### src/sv/lkv_pkg.sv
`timescale 1ns / 1ps

package lkv_pkg;

    // Default sizing
    localparam int DEF_CAPACITY   = 16;
    localparam int DEF_VALUE_BITS = 32;

    // Fixed field widths
    localparam int KIND_W    = 3;
    localparam int KEY_W     = 32;
    localparam int NV_W      = 32;
    localparam int RV_W      = 32;
    localparam int STATUS_W  = 2;
    localparam int ECNT_W    = 5;
    localparam int S_TDATA_W = 64;
    localparam int M_TDATA_W = 40;

    // Operation kinds
    localparam logic [KIND_W-1:0] KIND_WRITE  = 3'd0;
    localparam logic [KIND_W-1:0] KIND_ACCESS = 3'd1;
    localparam logic [KIND_W-1:0] KIND_LOOKUP = 3'd2;
    localparam logic [KIND_W-1:0] KIND_DELETE = 3'd3;
    localparam logic [KIND_W-1:0] KIND_CLEAR  = 3'd4;

    // Result status codes
    localparam logic [STATUS_W-1:0] STATUS_OK       = 2'd0;
    localparam logic [STATUS_W-1:0] STATUS_NOTFOUND = 2'd1;
    localparam logic [STATUS_W-1:0] STATUS_FULL     = 2'd2;

    // Sequencer states
    typedef enum logic [2:0] {
        ST_IDLE,
        ST_RD,
        ST_CMP,
        ST_SH_RD,
        ST_SH_WR,
        ST_MISS,
        ST_DONE
    } state_t;

endpackage

### src/sv/linear_key_value_table_core.sv
`timescale 1ns / 1ps
// Linear key-value table: a fixed-capacity table of key/value entries kept
// in insertion order and searched one entry at a time.
// Input stream (s_*): one transfer carries kind in s_tuser and key plus
// new_value in s_tdata. Kinds: write, access-or-insert, lookup, delete,
// clear. Result stream (m_*): exactly one transfer per input transfer with
// read_value, hit, status and the entry count after the operation.
// Timing: the search reads the key and value memories at one address per
// step; each stored entry examined takes a registered read, then a compare.
// A miss adds a step that appends on insert kinds or flags a failed delete.
// A delete then copies every later entry one place down through the same
// memory port. Clear and unused kinds go straight to the result.
// s_tready is high only while the sequencer is idle; one operation is in
// work at a time. The result sits in an output register, so the next
// transfer is taken while a result still waits for m_tready; a stalled
// receiver only holds the block once a further result is ready.
// Reset (aresetn low, synchronous) empties the table and drops any pending
// result; the memories are not cleared, as only entries below the count
// are ever read.
module linear_key_value_table_core #(
    parameter int CAPACITY   = lkv_pkg::DEF_CAPACITY,
    parameter int VALUE_BITS = lkv_pkg::DEF_VALUE_BITS
) (
    input  logic                          aclk,
    input  logic                          aresetn,
    input  logic                          s_tvalid,
    output logic                          s_tready,
    input  logic [lkv_pkg::S_TDATA_W-1:0] s_tdata,  // [31:0] key, [63:32] new_value
    input  logic [lkv_pkg::KIND_W-1:0]    s_tuser,  // [2:0] kind
    output logic                          m_tvalid,
    input  logic                          m_tready,
    output logic [lkv_pkg::M_TDATA_W-1:0] m_tdata   // [31:0] read_value, [32] hit,
                                                    // [34:33] status, [39:35] entry_count
);
    import lkv_pkg::*;

    localparam int IW = $clog2(CAPACITY);
    localparam int CW = $clog2(CAPACITY + 1);

    state_t state_reg, state_next;

    logic [KIND_W-1:0]    kind_reg, kind_next;
    logic [KEY_W-1:0]     key_reg, key_next;
    logic [NV_W-1:0]      nv_reg, nv_next;
    logic [IW-1:0]        idx_reg, idx_next;
    logic [CW-1:0]        count_reg, count_next;
    logic [RV_W-1:0]      rv_reg, rv_next;
    logic                 hit_reg, hit_next;
    logic [STATUS_W-1:0]  status_reg, status_next;
    logic                 m_tvalid_reg, m_tvalid_next;
    logic [M_TDATA_W-1:0] m_tdata_reg, m_tdata_next;

    // Memory port signals
    logic                  rd_en;
    logic [IW-1:0]         rd_addr;
    logic                  key_we;
    logic [IW-1:0]         key_waddr;
    logic [KEY_W-1:0]      key_wdata;
    logic [KEY_W-1:0]      key_rdata;
    logic                  val_we;
    logic [IW-1:0]         val_waddr;
    logic [VALUE_BITS-1:0] val_wdata;
    logic [VALUE_BITS-1:0] val_rdata;

    // Width conversions between 32-bit fields and stored values
    logic [VALUE_BITS+NV_W-1:0] nv_wide;
    logic [VALUE_BITS-1:0]      nv_ext;
    logic [VALUE_BITS+RV_W-1:0] nv_back_wide;
    logic [RV_W-1:0]            nv_kept;
    logic [VALUE_BITS+RV_W-1:0] rd_wide;
    logic [RV_W-1:0]            val_rd32;
    logic [CW+ECNT_W-1:0]       cnt_wide;

    logic [CW-1:0] idx_p1;
    logic          key_match;
    logic          table_full;
    logic          out_free;

    assign nv_wide      = {{VALUE_BITS{1'b0}}, nv_reg};
    assign nv_ext       = nv_wide[VALUE_BITS-1:0];
    assign nv_back_wide = {{RV_W{1'b0}}, nv_ext};
    assign nv_kept      = nv_back_wide[RV_W-1:0];
    assign rd_wide      = {{RV_W{1'b0}}, val_rdata};
    assign val_rd32     = rd_wide[RV_W-1:0];
    assign cnt_wide     = {{ECNT_W{1'b0}}, count_reg};

    assign idx_p1     = CW'(idx_reg) + CW'(1);
    assign key_match  = (key_rdata == key_reg);
    assign table_full = (count_reg >= CW'(CAPACITY));
    assign out_free   = !m_tvalid_reg || m_tready;

    assign s_tready = (state_reg == ST_IDLE);
    assign m_tvalid = m_tvalid_reg;
    assign m_tdata  = m_tdata_reg;

    // Key and value stores
    lkv_ram #(
        .WIDTH (KEY_W),
        .DEPTH (CAPACITY)
    ) u_key_ram (
        .clk   (aclk),
        .we    (key_we),
        .waddr (key_waddr),
        .wdata (key_wdata),
        .re    (rd_en),
        .raddr (rd_addr),
        .rdata (key_rdata)
    );

    lkv_ram #(
        .WIDTH (VALUE_BITS),
        .DEPTH (CAPACITY)
    ) u_val_ram (
        .clk   (aclk),
        .we    (val_we),
        .waddr (val_waddr),
        .wdata (val_wdata),
        .re    (rd_en),
        .raddr (rd_addr),
        .rdata (val_rdata)
    );

    // Next state
    always_comb begin
        state_next = state_reg;
        unique case (state_reg)
            ST_IDLE: begin
                if (s_tvalid) begin
                    if (s_tuser inside {KIND_WRITE, KIND_ACCESS, KIND_LOOKUP, KIND_DELETE}) begin
                        state_next = (count_reg == '0) ? ST_MISS : ST_RD;
                    end else begin
                        state_next = ST_DONE;
                    end
                end
            end
            ST_RD: begin
                state_next = ST_CMP;
            end
            ST_CMP: begin
                if (key_match) begin
                    state_next = (kind_reg == KIND_DELETE && idx_p1 < count_reg) ?
                                 ST_SH_RD : ST_DONE;
                end else begin
                    state_next = (idx_p1 < count_reg) ? ST_RD : ST_MISS;
                end
            end
            ST_SH_RD: begin
                state_next = ST_SH_WR;
            end
            ST_SH_WR: begin
                state_next = (idx_p1 < count_reg) ? ST_SH_RD : ST_DONE;
            end
            ST_MISS: begin
                state_next = ST_DONE;
            end
            ST_DONE: begin
                if (out_free) begin
                    state_next = ST_IDLE;
                end
            end
            default: begin
                state_next = ST_IDLE;
            end
        endcase
    end

    // Datapath and memory control
    always_comb begin
        kind_next     = kind_reg;
        key_next      = key_reg;
        nv_next       = nv_reg;
        idx_next      = idx_reg;
        count_next    = count_reg;
        rv_next       = rv_reg;
        hit_next      = hit_reg;
        status_next   = status_reg;
        m_tvalid_next = m_tvalid_reg && !m_tready;
        m_tdata_next  = m_tdata_reg;
        rd_en         = 1'b0;
        rd_addr       = idx_reg;
        key_we        = 1'b0;
        key_waddr     = idx_reg;
        key_wdata     = key_reg;
        val_we        = 1'b0;
        val_waddr     = idx_reg;
        val_wdata     = nv_ext;

        unique case (state_reg)
            ST_IDLE: begin
                // Take the operation and start a fresh result
                if (s_tvalid) begin
                    kind_next   = s_tuser;
                    key_next    = s_tdata[KEY_W-1:0];
                    nv_next     = s_tdata[KEY_W+NV_W-1:KEY_W];
                    idx_next    = '0;
                    rv_next     = '0;
                    hit_next    = 1'b0;
                    status_next = STATUS_OK;
                    if (s_tuser == KIND_CLEAR) begin
                        count_next = '0;
                    end
                end
            end
            ST_RD: begin
                rd_en = 1'b1;
            end
            ST_CMP: begin
                // Resolve a hit, or advance to the next entry
                if (key_match) begin
                    hit_next = 1'b1;
                    case (kind_reg)
                        KIND_WRITE: begin
                            val_we  = 1'b1;
                            rv_next = nv_kept;
                        end
                        KIND_DELETE: begin
                            rv_next    = val_rd32;
                            count_next = count_reg - CW'(1);
                        end
                        default: begin
                            rv_next = val_rd32;
                        end
                    endcase
                end else if (idx_p1 < count_reg) begin
                    idx_next = idx_reg + IW'(1);
                end
            end
            ST_SH_RD: begin
                rd_en   = 1'b1;
                rd_addr = idx_p1[IW-1:0];
            end
            ST_SH_WR: begin
                // Move the later entry down one place
                key_we    = 1'b1;
                key_wdata = key_rdata;
                val_we    = 1'b1;
                val_wdata = val_rdata;
                idx_next  = idx_reg + IW'(1);
            end
            ST_MISS: begin
                // Append on insert kinds or flag a full table, flag a failed delete
                case (kind_reg)
                    KIND_WRITE, KIND_ACCESS: begin
                        if (table_full) begin
                            status_next = STATUS_FULL;
                        end else begin
                            key_we     = 1'b1;
                            key_waddr  = count_reg[IW-1:0];
                            val_we     = 1'b1;
                            val_waddr  = count_reg[IW-1:0];
                            val_wdata  = (kind_reg == KIND_WRITE) ? nv_ext : '0;
                            rv_next    = (kind_reg == KIND_WRITE) ? nv_kept : '0;
                            count_next = count_reg + CW'(1);
                        end
                    end
                    KIND_DELETE: begin
                        status_next = STATUS_NOTFOUND;
                    end
                    default: begin
                    end
                endcase
            end
            ST_DONE: begin
                // Load the result register once it is free
                if (out_free) begin
                    m_tvalid_next = 1'b1;
                    m_tdata_next  = {cnt_wide[ECNT_W-1:0], status_reg, hit_reg, rv_reg};
                end
            end
            default: begin
            end
        endcase
    end

    // Control registers
    always_ff @(posedge aclk) begin
        if (!aresetn) begin
            state_reg    <= ST_IDLE;
            count_reg    <= '0;
            m_tvalid_reg <= 1'b0;
        end else begin
            state_reg    <= state_next;
            count_reg    <= count_next;
            m_tvalid_reg <= m_tvalid_next;
        end
    end

    // Payload registers
    always_ff @(posedge aclk) begin
        kind_reg    <= kind_next;
        key_reg     <= key_next;
        nv_reg      <= nv_next;
        idx_reg     <= idx_next;
        rv_reg      <= rv_next;
        hit_reg     <= hit_next;
        status_reg  <= status_next;
        m_tdata_reg <= m_tdata_next;
    end

    // Checks
    a_count_bound: assert property (@(posedge aclk) disable iff (!aresetn)
        count_reg <= CW'(CAPACITY))
        else $error("entry count above capacity");

    a_search_in_range: assert property (@(posedge aclk) disable iff (!aresetn)
        (state_reg == ST_CMP) |-> (idx_p1 <= count_reg))
        else $error("search read beyond valid entries");

    a_hit_status: assert property (@(posedge aclk) disable iff (!aresetn)
        (state_reg == ST_DONE) |-> !(hit_reg && status_reg != STATUS_OK))
        else $error("hit reported with a failure status");

    a_full_status: assert property (@(posedge aclk) disable iff (!aresetn)
        (state_reg == ST_DONE && status_reg == STATUS_FULL) |-> table_full)
        else $error("full status while table has room");

    a_clear_empties: assert property (@(posedge aclk) disable iff (!aresetn)
        (s_tvalid && s_tready && s_tuser == KIND_CLEAR) |=> (count_reg == '0))
        else $error("clear left entries behind");

endmodule

### src/sv/lkv_ram.sv
`timescale 1ns / 1ps

module lkv_ram #(
    parameter int WIDTH = 32,
    parameter int DEPTH = 16
) (
    input  logic                     clk,
    input  logic                     we,
    input  logic [$clog2(DEPTH)-1:0] waddr,
    input  logic [WIDTH-1:0]         wdata,
    input  logic                     re,
    input  logic [$clog2(DEPTH)-1:0] raddr,
    output logic [WIDTH-1:0]         rdata
);

    logic [WIDTH-1:0] mem [DEPTH];
    logic [WIDTH-1:0] rdata_reg;

    // Write port
    always_ff @(posedge clk) begin
        if (we) begin
            mem[waddr] <= wdata;
        end
    end

    // Registered read port, holds its data when idle
    always_ff @(posedge clk) begin
        if (re) begin
            rdata_reg <= mem[raddr];
        end
    end

    assign rdata = rdata_reg;

endmodule
### config.mk
export PLATFORM = sky130hd
export DESIGN_NAME = linear_key_value_table_core
export DESIGN_NICKNAME = d
export VERILOG_FILES = /design/src/sv/lkv_pkg.sv /design/src/sv/linear_key_value_table_core.sv /design/src/sv/lkv_ram.sv
export SDC_FILE = /design/constraint.sdc
export NUM_CORES = 1
export LEC_CHECK = 0
export BUFFER_PORTS_ARGS = -buffer_cell sky130_fd_sc_hd__buf_2
export CORE_MARGIN = 3
export CORE_UTILIZATION = 35
export CTS_BUF_LIST = sky130_fd_sc_hd__clkbuf_4 sky130_fd_sc_hd__clkbuf_8
export DETAILED_ROUTE_END_ITERATION = 6
export PLACE_DENSITY = 0.61
export RECOVER_POWER = 50
export SLEW_MARGIN = 20
export SYNTH_ARGS = -nofsm -noshare
export SYNTH_HDL_FRONTEND = slang
export SYNTH_SLANG_ARGS = --single-unit
### constraint.sdc
create_clock -name aclk -period 9.9 [get_ports aclk]
set_input_delay 0.495 -clock aclk [delete_from_list [all_inputs] [get_ports aclk]]
set_output_delay 0.495 -clock aclk [all_outputs]
set_load 0.01 [all_outputs]
==> impl_summary.md <==
Yosys
The number of enable flip-flop cells after synthesis is ~1200. Counting distinct cell types in the post-synthesis netlist gives between 60 and 70. After synthesis the netlist holds a flip-flop and latch count of about 1200. In the synthesized netlist the dominant register cell turns out to be edfxtp_1. The number of nets handed over by synthesis was around 2800. Summing every instance area after synthesis gives about 49000 um2. For this run, asynchronously set or reset flops after synthesis account for 0%. Synthesis handed over a netlist of between 2000 and 3000 instances.

The mean cell area of the mapped netlist is 18.13 um2. Summing the sequential cell areas from Yosys gives between 70% and 80% of the chip area. The count of yosys warnings during synthesis is 0.

Place
At the end of routability-driven placement, the weighted congestion stood at 0.7706. In this run the tool buffered the top-level ports with 112 buffer cells. After detailed placement, the design holds a cell count of 4542. The HPWL after detailed placement is between 60000 and 70000 um.

Power and ir drop
The switching fraction of total power is between 30% and 40%. Of the total power, combinational logic draws a little under a third. The total power per unit cell area is about 300 nW/um2. Summed over all cells, the static leakage comes to 17.52 nW.

The sequential group share of total power is between 40 and 50%. The highest ir drop seen on vdd is ~0.23 mV. In this run, the clock network consumes 25.6% of the power. For this design the total switching power over the nets is between 0.005 and 0.006 W.

The total chip power is 0.01694 W. Cell internal power was estimated by the tool at 0.01121 W.

Die
In this run the standard cell core region covers around 140000 um2. From bottom edge to top edge, the die measures approximately 380 um. The die is about 380 um wide.

The number of rows in the core area is roughly 140. Once the floorplan was initialized, standard cells occupied ~35% of the core. The die covers 144000 um2. The total I/O pin count is 113.

CTS
The H-tree depth reported by CTS is 4. The number of gates resized after CTS was 0. The number of hold buffers added after CTS was slightly below 70. The post-CTS setup buffer count is 0. Clock tree synthesis inserted a total of 194 buffers. The clock latency at the later pin of the worst-skew pair is slightly below 0.9 ns. The clock-pin transition on the worst setup and hold timing paths is around 0.060 ns. The TritonCTS sink count is ~1200. The tree is rooted in a clkbuf_8. The clock tree from TritonCTS is done. The clock passes through at most 3 buffers.

GRT
The total global routing overflow is 0. The pin count of the biggest net entering global routing is between 100 and 150. The initial antenna violation count is 3. The number of global-route vias before repair is approximately 28000. The first global-routing pass estimated around 180000 um of wire. Global routing used 17.19% of the available tracks across all layers.

Timing
The shortest clock period the worst path allows after layout is approximately 6.4 ns. The number of pins exceeding their max-slew limit in the final report came to approximately 300. At the pin with the least slew margin, the transition time is just under 5 ns.

On the final layout, the worst clock skew is about 0.033 ns. Setup violations remaining at the end of the flow were counted as 0. The relative max-transition margin is -224.8%. The final number of hold-violating endpoints was 0. Setup total negative slack on the finished layout was measured at 0 ns.

Setup repair after global routing left no endpoint under its margin. The maximum clock frequency is about 160 MHz. Dividing the final minimum period by the clock period gives approximately two thirds.

Critical path
Among the stages of the critical path, the cell type that occurs most often is buf_4. The sort of element at the start of the critical path is a register. The worst setup path is captured at a register. The maximum fanout encountered on the critical timing path is 44. The peak per-stage delay on the critical path is approximately 2.5 ns. At the worst endpoint, the arrival time is roughly 7 ns.

The slowest stage of the critical path is the clkbuf_1 cell. The critical path class is reg -> reg. Data on the critical path is required at its endpoint by just over 10 ns. Traced cell by cell, the critical path runs through nor3b_1 -> buf_4 -> clkbuf_1 -> a21oi_1 -> nor2_4 -> buf_4.

Job
Max-cap violations in this run came to 10.

Route
The met3 wirelength from detailed routing is 9619 um. In this run the top signal layer used is met4. The average detailed-routed wire length per instance is about 25 um. After detailed routing, the wire length on met1 is slightly above 50000 um.

The number of nets with antenna violations after detailed routing is 0. In the routed design, unresolved DRC markers number 1. The first-pass iteration count of the detailed router is 7. The routed length on met2 is 61010 um. For this block, the routed nets add up to 125300 um of wire. For this block, the initial DRC count from the detailed router was about 3200. The count of vias placed by the detailed router is 27890. The average vias per placed instance is approximately 5.6.

Status
The flow ran to the end, but the final reports show violations. The final reports fail on design-rule violations, max-capacitance violations, max-slew violations.

Finish
The net count of the finished layout is slightly above 3000. The count of placed standard cells in the final layout, fillers left out is 4955. Leaving out fill and tap cells, the most frequent cell in the layout is edfxtp_1. The synthesis-to-finish area growth is 15.12%. Cells with a size suffix above 1 make up a little under a fifth of the layout. Leaving out fill and tap cells, the most frequent cells in the layout are edfxtp_1, clkbuf_8, a221oi_1.

Min path
In this run the worst hold path is classified as in -> reg.
-- power groups by stage --
stage / logic, W / registers [W] / clock network [W]
global placement: 0.00506 / 0.00754 / 0
detailed placement: 0.00514 / 0.00756 / 0
CTS: 0.00517 / 0.00745 / 0.00443
floorplan: 0.00348 / 0.00742 / 0
global route: 0.00555 / 0.00752 / 0.00467
finish: 0.00513 / 0.00748 / 0.00433
-- final timing paths --
check	from	endpoint	slack, ns	depth (start not counted)
worst max-delay path	state_reg[2]	u_key_ram.mem[13][20]	3.47	6
worst min-delay path	m_tready	m_tvalid	0.05	3
worst max register to register	state_reg[2]	u_key_ram.mem[13][20]	3.47	6
worst min register to register	rv_reg[24]	m_tdata[24]	0.40	0
-- cell usage after synthesis (48+ instances only) --
cell,instances,share of area (%)
a21oi_1,81,0.83
a221o_1,63,1.3
a221oi_1,129,2.3
a222oi_1,66,1.4
a22o_1,65,1.2
a22oi_1,95,1.5
buf_2,48,0.49
clkbuf_1,127,0.98
edfxtp_1,1234,76
mux4_2,128,5.9
nand2_1,121,0.93
nor2_1,72,0.55
nor3_1,51,0.52
o21ai_0,60,0.62
-- per-layer routing --
| metal | up-vias | track usage [%] |
|---|---|---|
| met2 | 1225 | 28.17 |
| met4 | 0 | 6.402 |
| met1 | 14520 | 22.73 |
| met5 | - | 0 |
| li1 | 11900 | - |
| met3 | 235 | 3.365 |
-- critical path, delay by kind of cell (launching register included) --
| family | cells | cell delay [ns] |
|---|---|---|
| AO/OA/AOI/OAI | 1 | 1.02 |
| buffers and inverters | 3 | 3.58 |
| flip-flops | 1 | 0.76 |
| AND/OR/NAND/NOR | 2 | 0.63 |
-- cells by family after synthesis --
| group | synth area share [%] |
|---|---|
| AO/OA/AOI/OAI | 10.97 |
| XOR/XNOR | 0.7920 |
| adder cells (fa/ha/maj) | 0.2717 |
| buffers and inverters | 1.876 |
| flip-flops | 76.28 |
| multiplexers | 6.810 |
| AND/OR/NAND/NOR | 3.004 |
-- stage by stage --
stage          utilization (%)  hold slack, ns  cell area (um2)  setup WS [ns]
5_1_grt                  40.72         0.01464            56200          3.093
6_report                 40.72         0.05232            56200          3.471
3_3_place_gp             37.53          0.4036            51790          4.937
2_1_floorplan                -          0.4003            48820          4.861
3_5_place_dp             37.54          0.4045            51810          4.776
4_1_cts                  40.83         0.01239            56350          4.793
-- area by class of cell --
class	count	area, um2
antenna	3	7.507
clock buffer	254	3139
clock inverter	87	725.7
fill	12270	81800
inverter	12	46.29
multi-input combinational	1240	11000
sequential	1243	37240
tap	1863	2331
timing repair buffer	253	1712
(Power assumes the default switching activity.)
